===== src/rtl/dma_pkg.sv =====
// Shared widths, register indexes and types of the decimating moving average.
package dma_pkg;

  localparam int unsigned SAMPLE_W     = 16;
  localparam int unsigned GROUP_W      = 11;
  localparam int unsigned WINLEN_W     = 6;
  localparam int unsigned CFG_DATA_W   = 11;
  localparam int unsigned CFG_IDX_W    = 2;

  localparam int unsigned WINDOW_DEPTH = 32;
  localparam int unsigned MAX_GROUP    = 1024;

  localparam int unsigned SLOT_W       = $clog2(WINDOW_DEPTH);
  localparam int unsigned COUNT_W      = $clog2(MAX_GROUP);
  localparam int unsigned TOTAL_W      = 21;
  localparam int unsigned DIV_STEPS    = TOTAL_W;
  localparam int unsigned STEP_W       = $clog2(DIV_STEPS);

  localparam logic [CFG_IDX_W-1:0] REG_GROUP_SIZE    = CFG_IDX_W'(0);
  localparam logic [CFG_IDX_W-1:0] REG_WINDOW_LENGTH = CFG_IDX_W'(1);

  typedef enum logic [1:0] {
    ST_IDLE,
    ST_COMMIT,
    ST_START,
    ST_DIVIDE
  } dma_state_e;

  // Effective (clamped) configuration.
  typedef struct packed {
    logic [GROUP_W-1:0]  group_len;
    logic [WINLEN_W-1:0] window_len;
  } dma_cfg_t;

  // Strobes from the sequencer to the window datapath.
  typedef struct packed {
    logic accept;
    logic commit;
    logic clear;
  } dma_win_ctrl_t;

endpackage


===== src/rtl/decimating_moving_average.sv =====
// Top level of the decimating moving average: registers, sequencer, output word.
//
// Each accepted sample is added to a group sum; when group_size samples are in,
// the low 16 bits of the sum go into the next slot of a ring of window_length
// entries and the group restarts. Every sample yields one output word: a flag
// telling whether it closed a group, and the ring's mean truncated toward zero.
// A sample passes through these steps in order: it is accepted and added to the
// group sum, the ring and its running total are updated, the divider is loaded,
// the serial divider produces one quotient bit per cycle, and the output
// register is loaded. The next sample is taken as soon as the output register
// is loaded, even if that word has not been read yet; while an unread word
// still sits in the output register, the finished quotient waits.
// Writing either configuration register clears the group sum, the ring and the
// running total at once; there is no clearing pass after reset.
module decimating_moving_average
  import dma_pkg::*;
(
  input  logic                        clk_i,
  input  logic                        rst_ni,
  input  logic                        cfg_we_i,
  input  logic [CFG_IDX_W-1:0]        cfg_index_i,
  input  logic [CFG_DATA_W-1:0]       cfg_data_i,
  input  logic                        in_valid_i,
  output logic                        in_ready_o,
  input  logic signed [SAMPLE_W-1:0]  sample_i,
  output logic                        out_valid_o,
  input  logic                        out_ready_i,
  output logic                        group_done_o,
  output logic signed [SAMPLE_W-1:0]  window_average_o
);

  dma_state_e state_q, state_d;

  logic [GROUP_W-1:0]  group_size_q, group_size_d;
  logic [WINLEN_W-1:0] window_length_q, window_length_d;
  logic                cfg_hit;

  logic                       out_valid_q, out_valid_d;
  logic                       out_done_q;
  logic signed [SAMPLE_W-1:0] out_avg_q;

  dma_cfg_t                   cfg;
  dma_win_ctrl_t              win_ctrl;
  logic                       win_done;
  logic signed [TOTAL_W-1:0]  win_total;
  logic                       div_start;
  logic                       div_busy;
  logic signed [SAMPLE_W-1:0] div_quot;

  logic in_fire;
  logic out_load;

  // Register writes.
  always_comb begin
    group_size_d    = group_size_q;
    window_length_d = window_length_q;
    cfg_hit         = 1'b0;
    if (cfg_we_i) begin
      unique case (cfg_index_i)
        REG_GROUP_SIZE: begin
          group_size_d = cfg_data_i[GROUP_W-1:0];
          cfg_hit      = 1'b1;
        end
        REG_WINDOW_LENGTH: begin
          window_length_d = cfg_data_i[WINLEN_W-1:0];
          cfg_hit         = 1'b1;
        end
        default: begin
        end
      endcase
    end
  end

  always_ff @(posedge clk_i or negedge rst_ni) begin
    if (!rst_ni) begin
      group_size_q    <= GROUP_W'(1);
      window_length_q <= WINLEN_W'(WINDOW_DEPTH);
    end else begin
      group_size_q    <= group_size_d;
      window_length_q <= window_length_d;
    end
  end

  // Zero acts as one and oversized values saturate.
  always_comb begin
    if (group_size_q == '0) begin
      cfg.group_len = GROUP_W'(1);
    end else if (group_size_q > GROUP_W'(MAX_GROUP)) begin
      cfg.group_len = GROUP_W'(MAX_GROUP);
    end else begin
      cfg.group_len = group_size_q;
    end
    if (window_length_q == '0) begin
      cfg.window_len = WINLEN_W'(1);
    end else if (window_length_q > WINLEN_W'(WINDOW_DEPTH)) begin
      cfg.window_len = WINLEN_W'(WINDOW_DEPTH);
    end else begin
      cfg.window_len = window_length_q;
    end
  end

  assign in_fire = in_valid_i && in_ready_o;

  // Sequencer.
  always_comb begin
    state_d         = state_q;
    in_ready_o      = 1'b0;
    div_start       = 1'b0;
    out_load        = 1'b0;
    win_ctrl.accept = 1'b0;
    win_ctrl.commit = 1'b0;
    win_ctrl.clear  = cfg_hit;

    unique case (state_q)
      ST_IDLE: begin
        in_ready_o      = 1'b1;
        win_ctrl.accept = in_valid_i;
        if (in_valid_i) begin
          state_d = ST_COMMIT;
        end
      end
      ST_COMMIT: begin
        win_ctrl.commit = 1'b1;
        state_d         = ST_START;
      end
      ST_START: begin
        div_start = 1'b1;
        state_d   = ST_DIVIDE;
      end
      ST_DIVIDE: begin
        // Hold the finished quotient until the output register is free.
        if (!div_busy && (!out_valid_q || out_ready_i)) begin
          out_load = 1'b1;
          state_d  = ST_IDLE;
        end
      end
      default: begin
        state_d = ST_IDLE;
      end
    endcase
  end

  always_ff @(posedge clk_i or negedge rst_ni) begin
    if (!rst_ni) begin
      state_q <= ST_IDLE;
    end else begin
      state_q <= state_d;
    end
  end

  // Output register.
  always_comb begin
    if (out_load) begin
      out_valid_d = 1'b1;
    end else if (out_ready_i) begin
      out_valid_d = 1'b0;
    end else begin
      out_valid_d = out_valid_q;
    end
  end

  always_ff @(posedge clk_i or negedge rst_ni) begin
    if (!rst_ni) begin
      out_valid_q <= 1'b0;
    end else begin
      out_valid_q <= out_valid_d;
    end
  end

  always_ff @(posedge clk_i) begin
    if (out_load) begin
      out_done_q <= win_done;
      out_avg_q  <= div_quot;
    end
  end

  assign out_valid_o      = out_valid_q;
  assign group_done_o     = out_done_q;
  assign window_average_o = out_avg_q;

  dma_window u_window (
    .clk_i          (clk_i),
    .rst_ni         (rst_ni),
    .ctrl_i         (win_ctrl),
    .cfg_i          (cfg),
    .sample_i       (sample_i),
    .group_done_o   (win_done),
    .window_total_o (win_total)
  );

  dma_divider u_divider (
    .clk_i      (clk_i),
    .rst_ni     (rst_ni),
    .start_i    (div_start),
    .dividend_i (win_total),
    .divisor_i  (cfg.window_len),
    .busy_o     (div_busy),
    .quotient_o (div_quot)
  );

`ifndef SYNTHESIS
  a_ready_div_idle : assert property (@(posedge clk_i) disable iff (!rst_ni)
    in_ready_o |-> !div_busy)
    else $error("input ready while the divider is still running");

  a_start_busy : assert property (@(posedge clk_i) disable iff (!rst_ni)
    div_start |=> div_busy)
    else $error("divider did not start after a load");

  a_fire_blocks : assert property (@(posedge clk_i) disable iff (!rst_ni)
    in_fire |=> !in_ready_o)
    else $error("second sample taken before the first was processed");

  a_load_word : assert property (@(posedge clk_i) disable iff (!rst_ni)
    out_load |=> (out_valid_o && (group_done_o == $past(win_done))))
    else $error("output word not loaded with the group flag");
`endif

endmodule


===== src/rtl/dma_window.sv =====
// Group accumulator, ring of group entries and running window total.
module dma_window
  import dma_pkg::*;
(
  input  logic                       clk_i,
  input  logic                       rst_ni,
  input  dma_win_ctrl_t              ctrl_i,
  input  dma_cfg_t                   cfg_i,
  input  logic signed [SAMPLE_W-1:0] sample_i,
  output logic                       group_done_o,
  output logic signed [TOTAL_W-1:0]  window_total_o
);

  logic signed [SAMPLE_W-1:0] group_sum_q, group_sum_d;
  logic [COUNT_W-1:0]         group_count_q, group_count_d;
  logic                       done_q, done_d;
  logic signed [SAMPLE_W-1:0] entry_q, entry_d;
  logic signed [TOTAL_W-1:0]  total_q, total_d;
  logic [SLOT_W-1:0]          next_slot_q, next_slot_d;
  logic [WINDOW_DEPTH-1:0]    valid_q, valid_d;
  logic signed [SAMPLE_W-1:0] store_q [WINDOW_DEPTH];

  logic signed [SAMPLE_W-1:0] sum_next;
  logic [GROUP_W-1:0]         count_inc;
  logic                       group_full;
  logic signed [SAMPLE_W-1:0] old_entry;
  logic [WINLEN_W-1:0]        slot_inc;
  logic                       do_write;

  always_comb begin
    sum_next   = group_sum_q + sample_i;
    count_inc  = GROUP_W'(group_count_q) + GROUP_W'(1);
    group_full = (count_inc >= cfg_i.group_len);
    // A slot never written since the last clear reads as zero.
    old_entry  = valid_q[next_slot_q] ? store_q[next_slot_q] : '0;
    slot_inc   = WINLEN_W'(next_slot_q) + WINLEN_W'(1);
    do_write   = ctrl_i.commit && done_q;

    group_sum_d   = group_sum_q;
    group_count_d = group_count_q;
    done_d        = done_q;
    entry_d       = entry_q;
    total_d       = total_q;
    next_slot_d   = next_slot_q;
    valid_d       = valid_q;

    if (ctrl_i.clear) begin
      group_sum_d   = '0;
      group_count_d = '0;
      done_d        = 1'b0;
      total_d       = '0;
      next_slot_d   = '0;
      valid_d       = '0;
    end else if (ctrl_i.accept) begin
      entry_d = sum_next;
      done_d  = group_full;
      if (group_full) begin
        group_sum_d   = '0;
        group_count_d = '0;
      end else begin
        group_sum_d   = sum_next;
        group_count_d = count_inc[COUNT_W-1:0];
      end
    end else if (do_write) begin
      total_d = total_q
              - {{(TOTAL_W-SAMPLE_W){old_entry[SAMPLE_W-1]}}, old_entry}
              + {{(TOTAL_W-SAMPLE_W){entry_q[SAMPLE_W-1]}}, entry_q};
      next_slot_d = (slot_inc == cfg_i.window_len) ? '0 : slot_inc[SLOT_W-1:0];
      valid_d[next_slot_q] = 1'b1;
    end
  end

  always_ff @(posedge clk_i or negedge rst_ni) begin
    if (!rst_ni) begin
      group_sum_q   <= '0;
      group_count_q <= '0;
      done_q        <= 1'b0;
      total_q       <= '0;
      next_slot_q   <= '0;
      valid_q       <= '0;
    end else begin
      group_sum_q   <= group_sum_d;
      group_count_q <= group_count_d;
      done_q        <= done_d;
      total_q       <= total_d;
      next_slot_q   <= next_slot_d;
      valid_q       <= valid_d;
    end
  end

  always_ff @(posedge clk_i) begin
    entry_q <= entry_d;
  end

  always_ff @(posedge clk_i) begin
    if (!ctrl_i.clear && do_write) begin
      store_q[next_slot_q] <= entry_q;
    end
  end

  assign group_done_o   = done_q;
  assign window_total_o = total_q;

endmodule


===== src/rtl/dma_divider.sv =====
// Serial signed divider, one quotient bit per cycle, truncating toward zero.
module dma_divider
  import dma_pkg::*;
(
  input  logic                       clk_i,
  input  logic                       rst_ni,
  input  logic                       start_i,
  input  logic signed [TOTAL_W-1:0]  dividend_i,
  input  logic [WINLEN_W-1:0]        divisor_i,
  output logic                       busy_o,
  output logic signed [SAMPLE_W-1:0] quotient_o
);

  logic                busy_q, busy_d;
  logic [STEP_W-1:0]   step_q, step_d;
  logic                neg_q, neg_d;
  logic [TOTAL_W-1:0]  dvd_q, dvd_d;
  logic [WINLEN_W-1:0] rem_q, rem_d;
  logic [WINLEN_W-1:0] div_q, div_d;

  logic [WINLEN_W:0]   trial;
  logic                fits;
  logic [WINLEN_W:0]   diff;
  logic [SAMPLE_W-1:0] mag;

  always_comb begin
    trial = {rem_q, dvd_q[TOTAL_W-1]};
    fits  = (trial >= {1'b0, div_q});
    diff  = trial - {1'b0, div_q};

    busy_d = busy_q;
    step_d = step_q;
    neg_d  = neg_q;
    dvd_d  = dvd_q;
    rem_d  = rem_q;
    div_d  = div_q;

    if (start_i) begin
      busy_d = 1'b1;
      step_d = STEP_W'(DIV_STEPS - 1);
      neg_d  = dividend_i[TOTAL_W-1];
      // The most negative total still has an exact unsigned magnitude here.
      dvd_d  = dividend_i[TOTAL_W-1] ? (~dividend_i + TOTAL_W'(1)) : dividend_i;
      rem_d  = '0;
      div_d  = divisor_i;
    end else if (busy_q) begin
      dvd_d = {dvd_q[TOTAL_W-2:0], fits};
      rem_d = fits ? diff[WINLEN_W-1:0] : trial[WINLEN_W-1:0];
      if (step_q == '0) begin
        busy_d = 1'b0;
      end else begin
        step_d = step_q - STEP_W'(1);
      end
    end
  end

  always_ff @(posedge clk_i or negedge rst_ni) begin
    if (!rst_ni) begin
      busy_q <= 1'b0;
      step_q <= '0;
    end else begin
      busy_q <= busy_d;
      step_q <= step_d;
    end
  end

  always_ff @(posedge clk_i) begin
    neg_q <= neg_d;
    dvd_q <= dvd_d;
    rem_q <= rem_d;
    div_q <= div_d;
  end

  assign mag        = dvd_q[SAMPLE_W-1:0];
  assign busy_o     = busy_q;
  assign quotient_o = neg_q ? (~mag + SAMPLE_W'(1)) : mag;

endmodule


===== config.mk =====
export PLATFORM = sky130hd
export DESIGN_NAME = decimating_moving_average
export DESIGN_NICKNAME = d
export VERILOG_FILES = /design/src/rtl/dma_pkg.sv /design/src/rtl/decimating_moving_average.sv /design/src/rtl/dma_window.sv /design/src/rtl/dma_divider.sv
export SDC_FILE = /design/constraint.sdc
export NUM_CORES = 1
export LEC_CHECK = 0
export BUFFER_PORTS_ARGS = -buffer_cell sky130_fd_sc_hd__buf_2
export CAP_MARGIN = 40
export CORE_ASPECT_RATIO = 0.9
export CORE_UTILIZATION = 50
export DETAILED_ROUTE_END_ITERATION = 8
export GPL_ROUTABILITY_DRIVEN = 1
export GPL_TIMING_DRIVEN = 1
export PLACE_DENSITY_LB_ADDON = 0.05
export SLEW_MARGIN = 20
export SYNTH_ARGS = -nofsm -noshare
export SYNTH_HDL_FRONTEND = slang
export SYNTH_HIERARCHICAL = 1
export SYNTH_SLANG_ARGS = --single-unit

===== constraint.sdc =====
create_clock -name clk_i -period 13.25 [get_ports clk_i]
set_clock_uncertainty 0.2 [all_clocks]
set_input_delay 1.325 -clock clk_i [delete_from_list [all_inputs] [get_ports clk_i]]
set_output_delay 1.325 -clock clk_i [all_outputs]
set_load 0.02 [all_outputs]

==> insert_results.sql, run 1 <==
INSERT INTO impl_metrics (metric_group, metric, value, unit) VALUES
('layout', 'seqCellArea', '20100', 'µm²'),
('worst_setup_path', 'worstPathCellList', 'buf_4 > buf_16 > buf_4 > buf_16 > mux4_2 > mux4_2 > nor2_1 > nor3_1 > fa_1 > inv_1 > ha_1 > a21oi_1 > o2111ai_1 > a31o_1 > a21o_1 > a41o_1 > a21o_1 > a31oi_1 > xor2_1 > o21ai_1', ''),
('timing', 'report.final.setup_viol', '0', ''),
('worst_setup_path', 'cp.required', '13.52', 'ns'),
('timing', 'worst_slew_pin_slew', '0.817', 'ns'),
('worst_setup_path', 'cp_num_buf_inv', '5', ''),
('grt', 'first_pass_grt_wire_length', '111000', 'µm'),
('placed_design', 'hpwlAfterDp', '45300', 'µm'),
('power_and_ir_drop', 'power.static_leakage', '0.0121', 'µW'),
('route', 'detail_route.wl_per_cell', '25.8', 'µm'),
('clocking', 'ctsRootBufferMaster', 'sky130_fd_sc_hd__clkbuf_16', ''),
('clocking', 'worst_setup_hold_path_clk_slew', '0.06', 'ns'),
('synth', 'synth_top_area_cell', 'sky130_fd_sc_hd__edfxtp_1', ''),
('synth', 'post_synth_inst_count', '1907', ''),
('clocking', 'cts_htree_levels', '3', ''),
('route', 'drt.antenna.violating_nets', '0', ''),
('worst_setup_path', 'cpLargestDelayFamily', 'compound AO/OA/AOI/OAI gates', ''),
('clocking', 'postCtsSetupRepairBufs', '0', ''),
('synth', 'synth.top_cell.area_share', '56.3', '%'),
('timing', 'finalHoldViolCount', '0', ''),
('worst_setup_path', 'worstSetupPathType', 'flip-flop to flip-flop', ''),
('synth', 'synth-seq-area-share', '65.8', '%'),
('die', 'initial_utilization', '50.8', '%'),
('power_and_ir_drop', 'worst_ir_drop_vdd', '0.113', 'mV'),
('worst_setup_path', 'critical_path.max_stage_delay', '0.81', 'ns'),
('layout', 'layout.filler_cells', '4691', ''),
('synth', 'syn-num-nets', '2030', ''),
('timing', 'max_slew_violations', '0', ''),
('synth', 'synth_cell_types', '91', ''),
('worst_setup_path', 'timing.critical_path.from_type', 'flip-flop', ''),
('synth', 'synth_flop_cell', 'sky130_fd_sc_hd__edfxtp_1', ''),
('clocking', 'tritoncts', 'built', ''),
('synth', 'ys_async_sr_fraction', '16.1', '%'),
('layout', 'final_layout_size_suffix_gt1_share', '20.2', '%'),
('synth', 'leading_cell_types_by_count_after_synthesis', '573 x sky130_fd_sc_hd__edfxtp_1, 152 x sky130_fd_sc_hd__inv_1, 141 x sky130_fd_sc_hd__mux4_2', ''),
('route', 'drt_drc_violations_left', '0', ''),
('placed_design', 'placement.cell_area', '32000', 'µm²'),
('timing', 'rsz_0062_raised_after_global_routing', 'false', ''),
('placed_design', 'gp_routability_congestion', '0.891', ''),
('worst_setup_path', 'slowest_stage', 'sky130_fd_sc_hd__dfrtp_4', ''),
('synth', 'post-synth-top-count-cell', 'sky130_fd_sc_hd__edfxtp_1', ''),
('synth', 'ys_ff_latch', '690', ''),
('route', 'dr_total_vias', '17191', ''),
('route', 'dr.pass1.iters', '7', ''),
('synth', 'ys_top_cells_by_area', 'sky130_fd_sc_hd__edfxtp_1 56%, sky130_fd_sc_hd__mux4_2 10%, sky130_fd_sc_hd__dfrtp_1 8.9%', ''),
('synth', 'area_of_the_mapped_netlist', '30500', 'µm²'),
('grt', 'gr-usage-all-layers', '24.3', '%'),
('route', 'routed_wl', '73900', 'µm'),
('hold_path', 'timing.hold.worst.class', 'flip-flop to flip-flop', ''),
('worst_setup_path', 'worst-path-max-fanout', '47', ''),
('layout', 'layout_area_overhead', '12.5', '%'),
('die', 'fp.coreArea', '60100', 'µm²'),
('layout', 'num-nets-final', '2151', ''),
('clocking', 'latest_clock_arrival_within_the_worst_skew_pair', '0.62', 'ns'),
('grt', 'grt_antenna_before_repair', '1', ''),
('die', 'floorplan.io_pins', '53', ''),
('job', 'max_cap_violations', '0', ''),
('grt', 'grt_start_max_net_pins', '50', ''),
('worst_setup_path', 'worst-endpoint-arrival', '6.74', 'ns'),
('timing', 'period_share', '48.8', '%'),
('die', 'die-height', '236', 'µm'),
('grt', 'globalRoute.totalOverflow', '0', ''),
('timing', 'slew_headroom', '45.5', '%'),
('power_and_ir_drop', 'power.density', '192', 'nW/µm²'),
('clocking', 'clock_path_buffers', '3', ''),
('route', 'initial_drc_count', '1877', ''),
('placed_design', 'port_buffers', '52', ''),
('run_status', 'outcome', 'complete, no violations', ''),
('layout', 'multi_input_comb_area', '9420', 'µm²'),
('die', 'floorplan.die.width', '263', 'µm'),
('layout', 'antennaDiodeCount', '0', '');
path summary, 6_finish.rpt:
kind                                                 startpoint                                       to  slack [ns]  cells past startpoint
max                         u_window/next_slot_q[1]$_DFFE_PN0P_  u_window/window_total_o[19]$_DFFE_PN0P_        6.78                     20
min                        u_window/group_sum_q[15]$_DFFE_PN0P_     u_window/group_sum_q[15]$_DFFE_PN0P_        0.29                      1
min reg2reg                u_window/group_sum_q[15]$_DFFE_PN0P_     u_window/group_sum_q[15]$_DFFE_PN0P_        0.29                      1
max reg2reg                 u_window/next_slot_q[1]$_DFFE_PN0P_  u_window/window_total_o[19]$_DFFE_PN0P_        6.78                     20
min in group asynchronous                                rst_ni          u_divider/step_q[3]$_DFFE_PN0P_        0.50                      1
max in group asynchronous                                rst_ni              group_size_q[0]$_DFFE_PN1P_       11.13                      3
per-stage QoR:
stage | power [µW] | util [%] | hold WS (ns) | cells | setup WS, ns
6_report | 6590 | 57.2 | 0.294 | 2865 | 6.78
5_1_grt | 6940 | 57.2 | 0.300 | 2865 | 6.46
4_1_cts | 6620 | 57.1 | 0.297 | 2863 | 6.60
3_5_place_dp | 4600 | 53.2 | 0.287 | 2734 | 6.60
3_3_place_gp | 4560 | 53.0 | 0.264 | 2726 | 6.34
2_1_floorplan | 4140 | - | 0.251 | 1907 | 8.27
layer usage:
metal / wire (µm) / global-route usage, % / share of wire, %
met1: 33200 / 36.1 / 45
met2: 33800 / 37.2 / 46
met3: 5420 / 4.60 / 7.3
met5: 0 / 0 / 0
met4: 1470 / 6.08 / 2.0
layout by cell type, fill, tap and decap left out, types with 8 or more instances in the layout:
master	n
sky130_fd_sc_hd__edfxtp_1	573
sky130_fd_sc_hd__buf_4	71
sky130_fd_sc_hd__a22o_1	28
sky130_fd_sc_hd__inv_1	152
sky130_fd_sc_hd__o21ai_0	38
sky130_fd_sc_hd__and3_1	9
sky130_fd_sc_hd__nand2_1	64
sky130_fd_sc_hd__clkbuf_16	76
sky130_fd_sc_hd__clkbuf_1	17
sky130_fd_sc_hd__a221oi_1	9
sky130_fd_sc_hd__nor2b_1	21
sky130_fd_sc_hd__clkinv_1	16
sky130_fd_sc_hd__ha_1	66
sky130_fd_sc_hd__nand2b_1	21
sky130_fd_sc_hd__a21o_1	17
sky130_fd_sc_hd__nor2_1	116
sky130_fd_sc_hd__dfrtp_1	106
sky130_fd_sc_hd__mux2_2	10
sky130_fd_sc_hd__a32o_1	10
sky130_fd_sc_hd__a32oi_1	9
sky130_fd_sc_hd__nand3_1	27
sky130_fd_sc_hd__mux2_1	10
sky130_fd_sc_hd__mux2i_1	28
sky130_fd_sc_hd__xor2_1	33
sky130_fd_sc_hd__nor4_1	9
sky130_fd_sc_hd__buf_2	52
sky130_fd_sc_hd__mux4_2	141
sky130_fd_sc_hd__nor3_1	18
sky130_fd_sc_hd__o31ai_1	14
sky130_fd_sc_hd__or2_2	8
sky130_fd_sc_hd__fa_1	22
sky130_fd_sc_hd__a21oi_1	49
sky130_fd_sc_hd__a31oi_1	11
sky130_fd_sc_hd__xnor2_1	46
sky130_fd_sc_hd__o22ai_1	37
power breakdown:
part	leakage [µW]	internal, µW	switching, µW
combinational	0.00420	751	1010
sequential	0.00671	2630	173
clock	0.00114	1180	842
total	0.0121	4560	2030
worst reg2reg max path, cell delays in order, from the launching register on:
cell	delay, ns
sky130_fd_sc_hd__dfrtp_4	0.81
sky130_fd_sc_hd__buf_4	0.47
sky130_fd_sc_hd__buf_16	0.31
sky130_fd_sc_hd__buf_4	0.34
sky130_fd_sc_hd__buf_16	0.30
sky130_fd_sc_hd__mux4_2	0.40
sky130_fd_sc_hd__mux4_2	0.54
sky130_fd_sc_hd__nor2_1	0.14
sky130_fd_sc_hd__nor3_1	0.09
sky130_fd_sc_hd__fa_1	0.58
sky130_fd_sc_hd__inv_1	0.06
sky130_fd_sc_hd__ha_1	0.29
sky130_fd_sc_hd__a21oi_1	0.25
sky130_fd_sc_hd__o2111ai_1	0.24
sky130_fd_sc_hd__a31o_1	0.23
sky130_fd_sc_hd__a21o_1	0.21
sky130_fd_sc_hd__a41o_1	0.25
sky130_fd_sc_hd__a21o_1	0.20
sky130_fd_sc_hd__a31oi_1	0.19
sky130_fd_sc_hd__xor2_1	0.16
sky130_fd_sc_hd__o21ai_1	0.08
layout make-up:
class | instances | area share (%)
flip-flops and latches | 690 | 58.5
multi-input cells | 981 | 27.4
clock buffers | 95 | 5.80
well taps | 783 | 2.85
repair buffers | 129 | 2.73
inverters | 153 | 1.67
clock inverters | 34 | 1.02
registers in the layout (all words and copies together) (netlist names), 10 cells and up:
| signal | count |
|---|---|
| u_window/group_count_q | 10 |
| u_window/window_total_o | 21 |
| u_window/valid_q | 32 |
| group_size_q | 11 |
| u_window/store_q | 512 |
| u_window/group_sum_q | 16 |
| window_average_o | 16 |
| u_divider/dvd_q | 21 |
| u_window/entry_q | 16 |
cell families (layout without fill, tap and decap cells):
family,after synthesis,after routing,synth area share [%]
adder cells (fa/ha/maj),89,89,4.19
XOR/XNOR,80,80,2.32
buffers and inverters,236,411,3.36
multiplexers,190,190,12.1
AND/OR/NAND/NOR,336,336,5.50
AO/OA/AOI/OAI,286,286,6.71
flip-flops,690,690,65.8
(Power assumes the default switching activity.)
==> run 2: changes to the inputs <==
==> constraint.sdc (replaced) <==
create_clock -name clk_i -period 5.9 [get_ports clk_i]
set_clock_uncertainty 0.2 [all_clocks]
set_input_delay 0.59 -clock clk_i [delete_from_list [all_inputs] [get_ports clk_i]]
set_output_delay 0.59 -clock clk_i [all_outputs]
set_load 0.02 [all_outputs]
==> insert_results.sql, run 2 (same netlist as run 1, synthesis figures left out) <==
INSERT INTO impl_metrics (metric_group, metric, value, unit) VALUES
('run_status', 'outcome', 'complete, no violations', ''),
('worst_setup_path', 'cp.required', '6.17', 'ns'),
('timing', 'slew_headroom', '42.7', '%'),
('clocking', 'cts_htree_levels', '3', ''),
('placed_design', 'hpwlAfterDp', '47400', 'µm'),
('power_and_ir_drop', 'power.density', '427', 'nW/µm²'),
('die', 'initial_utilization', '50.8', '%'),
('layout', 'layout_area_overhead', '12.8', '%'),
('grt', 'gr-usage-all-layers', '25.1', '%'),
('layout', 'final_common_cell', 'sky130_fd_sc_hd__edfxtp_1', ''),
('layout', 'final_layout_size_suffix_gt1_share', '20.9', '%'),
('route', 'dr.pass1.iters', '5', ''),
('die', 'floorplan.die.width', '263', 'µm'),
('hold_path', 'timing.hold.worst.start', 'cfg_data_i[5]', ''),
('route', 'drt_drc_violations_left', '0', ''),
('worst_setup_path', 'critical_path.max_stage_delay', '0.64', 'ns'),
('clocking', 'cts-buffers-inserted', '74', ''),
('layout', 'biggest_regs', 'u_window/store_q (512), u_window/valid_q (32)', ''),
('clocking', 'worst_setup_hold_path_clk_slew', '0.06', 'ns'),
('worst_setup_path', 'timing.critical_path.from_type', 'flip-flop', ''),
('timing', 'setup_ws', '0.264', 'ns'),
('timing', 'max_slew_violations', '0', ''),
('clocking', 'latest_clock_arrival_within_the_worst_skew_pair', '0.61', 'ns'),
('worst_setup_path', 'critical_path.reg2reg.startpoint', 'u_window/next_slot_q[0]$_DFFE_PN0P_', ''),
('worst_setup_path', 'worst-endpoint-arrival', '5.90', 'ns'),
('route', 'dr_total_vias', '17297', ''),
('worst_setup_path', 'worstSetupPathType', 'flip-flop to flip-flop', ''),
('grt', 'via_count_of_the_first_global_routing_pass', '17472', ''),
('die', 'die-height', '236', 'µm'),
('worst_setup_path', 'worstSetupStartpoint', 'u_window/next_slot_q[0]$_DFFE_PN0P_', ''),
('layout', 'finalInstanceArea', '34500', 'µm²'),
('clocking', 'ctsRootBufferMaster', 'sky130_fd_sc_hd__clkbuf_16', ''),
('worst_setup_path', 'timing.critical_path.to_type', 'flip-flop', ''),
('grt', 'first_pass_grt_wire_length', '114000', 'µm'),
('placed_design', 'post-place-ws', '0.224', 'ns'),
('worst_setup_path', 'worstPathCellList', 'buf_12 > mux4_2 > a32o_1 > a221oi_1 > a31oi_1 > fa_1 > inv_1 > ha_1 > and3_1 > and3_1 > a21oi_1 > nand2b_1 > a41o_1 > a21o_1 > a31oi_1 > xor2_1 > o21ai_1', ''),
('layout', 'largest_register_ff_count', '512', ''),
('timing', 'fin_tns_setup', '0', 'ns'),
('placed_design', 'port_buffers', '52', ''),
('power_and_ir_drop', 'total_power', '14700', 'µW'),
('die', 'fp.coreArea', '60100', 'µm²'),
('layout', 'antennaDiodeCount', '0', ''),
('clocking', 'cts_num_sinks', '690', ''),
('die', 'floorplan.io_pins', '53', ''),
('route', 'drt_via_density', '5.99', ''),
('placed_design', 'gp_routability_congestion', '0.880', ''),
('power_and_ir_drop', 'power.static_leakage', '0.0121', 'µW'),
('hold_path', 'timing.hold.worst.class', 'primary input to flip-flop', ''),
('timing', 'fmax', '177', 'MHz'),
('route', 'detail_route.wl_per_cell', '26.1', 'µm'),
('die', 'placement_rows', '85', ''),
('layout', 'multi_input_comb_area', '9440', 'µm²'),
('layout', 'num-nets-final', '2171', ''),
('timing', 'worst_slew_pin_slew', '0.856', 'ns'),
('timing', 'rsz_0062_raised_after_global_routing', 'false', ''),
('grt', 'globalRoute.totalOverflow', '0', ''),
('timing', 'report.final.setup_viol', '0', ''),
('clocking', 'postCtsSetupRepairBufs', '0', ''),
('layout', 'seqCellArea', '20100', 'µm²'),
('timing', 'period_share', '95.5', '%'),
('route', 'initial_drc_count', '1733', ''),
('timing', 'finalHoldViolCount', '0', ''),
('placed_design', 'placement.cell_area', '32100', 'µm²'),
('worst_setup_path', 'worst-path-max-fanout', '44', ''),
('layout', 'final_cell_mix', '573 x sky130_fd_sc_hd__edfxtp_1, 152 x sky130_fd_sc_hd__inv_1, 141 x sky130_fd_sc_hd__mux4_2', ''),
('worst_setup_path', 'slowest_stage', 'sky130_fd_sc_hd__a221oi_1', ''),
('job', 'max_cap_violations', '0', ''),
('route', 'drt.antenna.violating_nets', '0', ''),
('die', 'die_ar', '62100', 'µm²'),
('clocking', 'clock_path_buffers', '3', ''),
('grt', 'grt_start_max_net_pins', '67', ''),
('clocking', 'tritoncts', 'built', ''),
('power_and_ir_drop', 'worst_ir_drop_vdd', '0.277', 'mV'),
('grt', 'grt_antenna_before_repair', '1', ''),
('timing', 'finalCriticalPeriod', '5.64', 'ns'),
('layout', 'largest_register_by_flop_count', 'u_window/store_q', ''),
('layout', 'layout.filler_cells', '4647', ''),
('route', 'routed_wl', '75300', 'µm');
run 2: cell count changes in the layout (fill, tap and decap cells not counted), sizes merged:
| cell | delta |
|---|---|
| buf | +13 |
| dlygate4sd3 | +6 |
| clkbuf | -4 |
| clkinv | +4 |
| clkinvlp | +3 |
| bufinv | -1 |
| inv | +1 |
run 2: power by group:
group | total, µW | internal [µW] | leakage [µW] | switching [µW]
combinational | 4010 | 1690 | 0.00428 | 2320
clock | 4420 | 2540 | 0.00111 | 1880
sequential | 6280 | 5910 | 0.00671 | 377
total | 14700 | 10100 | 0.0121 | 4580
run 2: final cells by class:
class	count	share of cell area, %
tap	783	2.84
multi-input combinational	981	27.4
timing repair buffer	148	3.13
clock inverter	41	1.05
inverter	153	1.67
sequential	690	58.4
clock buffer	91	5.56
run 2: final timing paths:
| kind | end | slack, ns | cells past startpoint |
|---|---|---|---|
| worst max-delay path | u_window/window_total_o[19]$_DFFE_PN0P_ | 0.26 | 17 |
| worst min-delay path | group_size_q[5]$_DFFE_PN0P_ | 0.03 | 2 |
| worst max register to register | u_window/window_total_o[19]$_DFFE_PN0P_ | 0.26 | 17 |
| worst min register to register | u_divider/step_q[4]$_DFFE_PN0P_ | 0.28 | 1 |
| max in group asynchronous | u_window/next_slot_q[0]$_DFFE_PN0P_ | 4.28 | 3 |
| min in group asynchronous | out_valid_o$_DFFE_PN0P_ | 0.32 | 2 |
run 2: through the flow:
step | util [%] | instances | hold slack (ns)
global placement | 53.4 | 2745 | 0.260
CTS | 57.3 | 2886 | 0.00958
global route | 57.3 | 2887 | 0.0202
finish | 57.3 | 2887 | 0.0306
detailed placement | 53.4 | 2748 | 0.275
floorplan | - | 1907 | 0.0944
run 2: critical path: cells and delay by family (launching register included):
| kind | cells | cell delay [ns] |
|---|---|---|
| simple gates | 3 | 0.50 |
| mux | 1 | 0.61 |
| buf+inv | 2 | 0.42 |
| fa+ha+maj | 2 | 0.89 |
| flops | 1 | 0.63 |
| compound gates | 8 | 2.07 |
| xor+xnor | 1 | 0.17 |
run 2: per-layer routing:
metal	global-route usage, %	part of all wire (%)	wire length, µm	vias up
met5	0	0	0	-
met4	6.35	2.2	1640	0
met3	5.15	6.9	5230	101
met2	37.8	45	34000	536
met1	37.5	46	34400	9032
li1	-	-	-	7628
run 2: repair_timing:
| item | in CTS | in global routing |
|---|---|---|
| resized for setup | 0 | 2 |
| hold buffers | 6 | 0 |
| endpoints found under the setup margin | 0 | 4 |
| endpoints found under the hold margin | 74 | 0 |
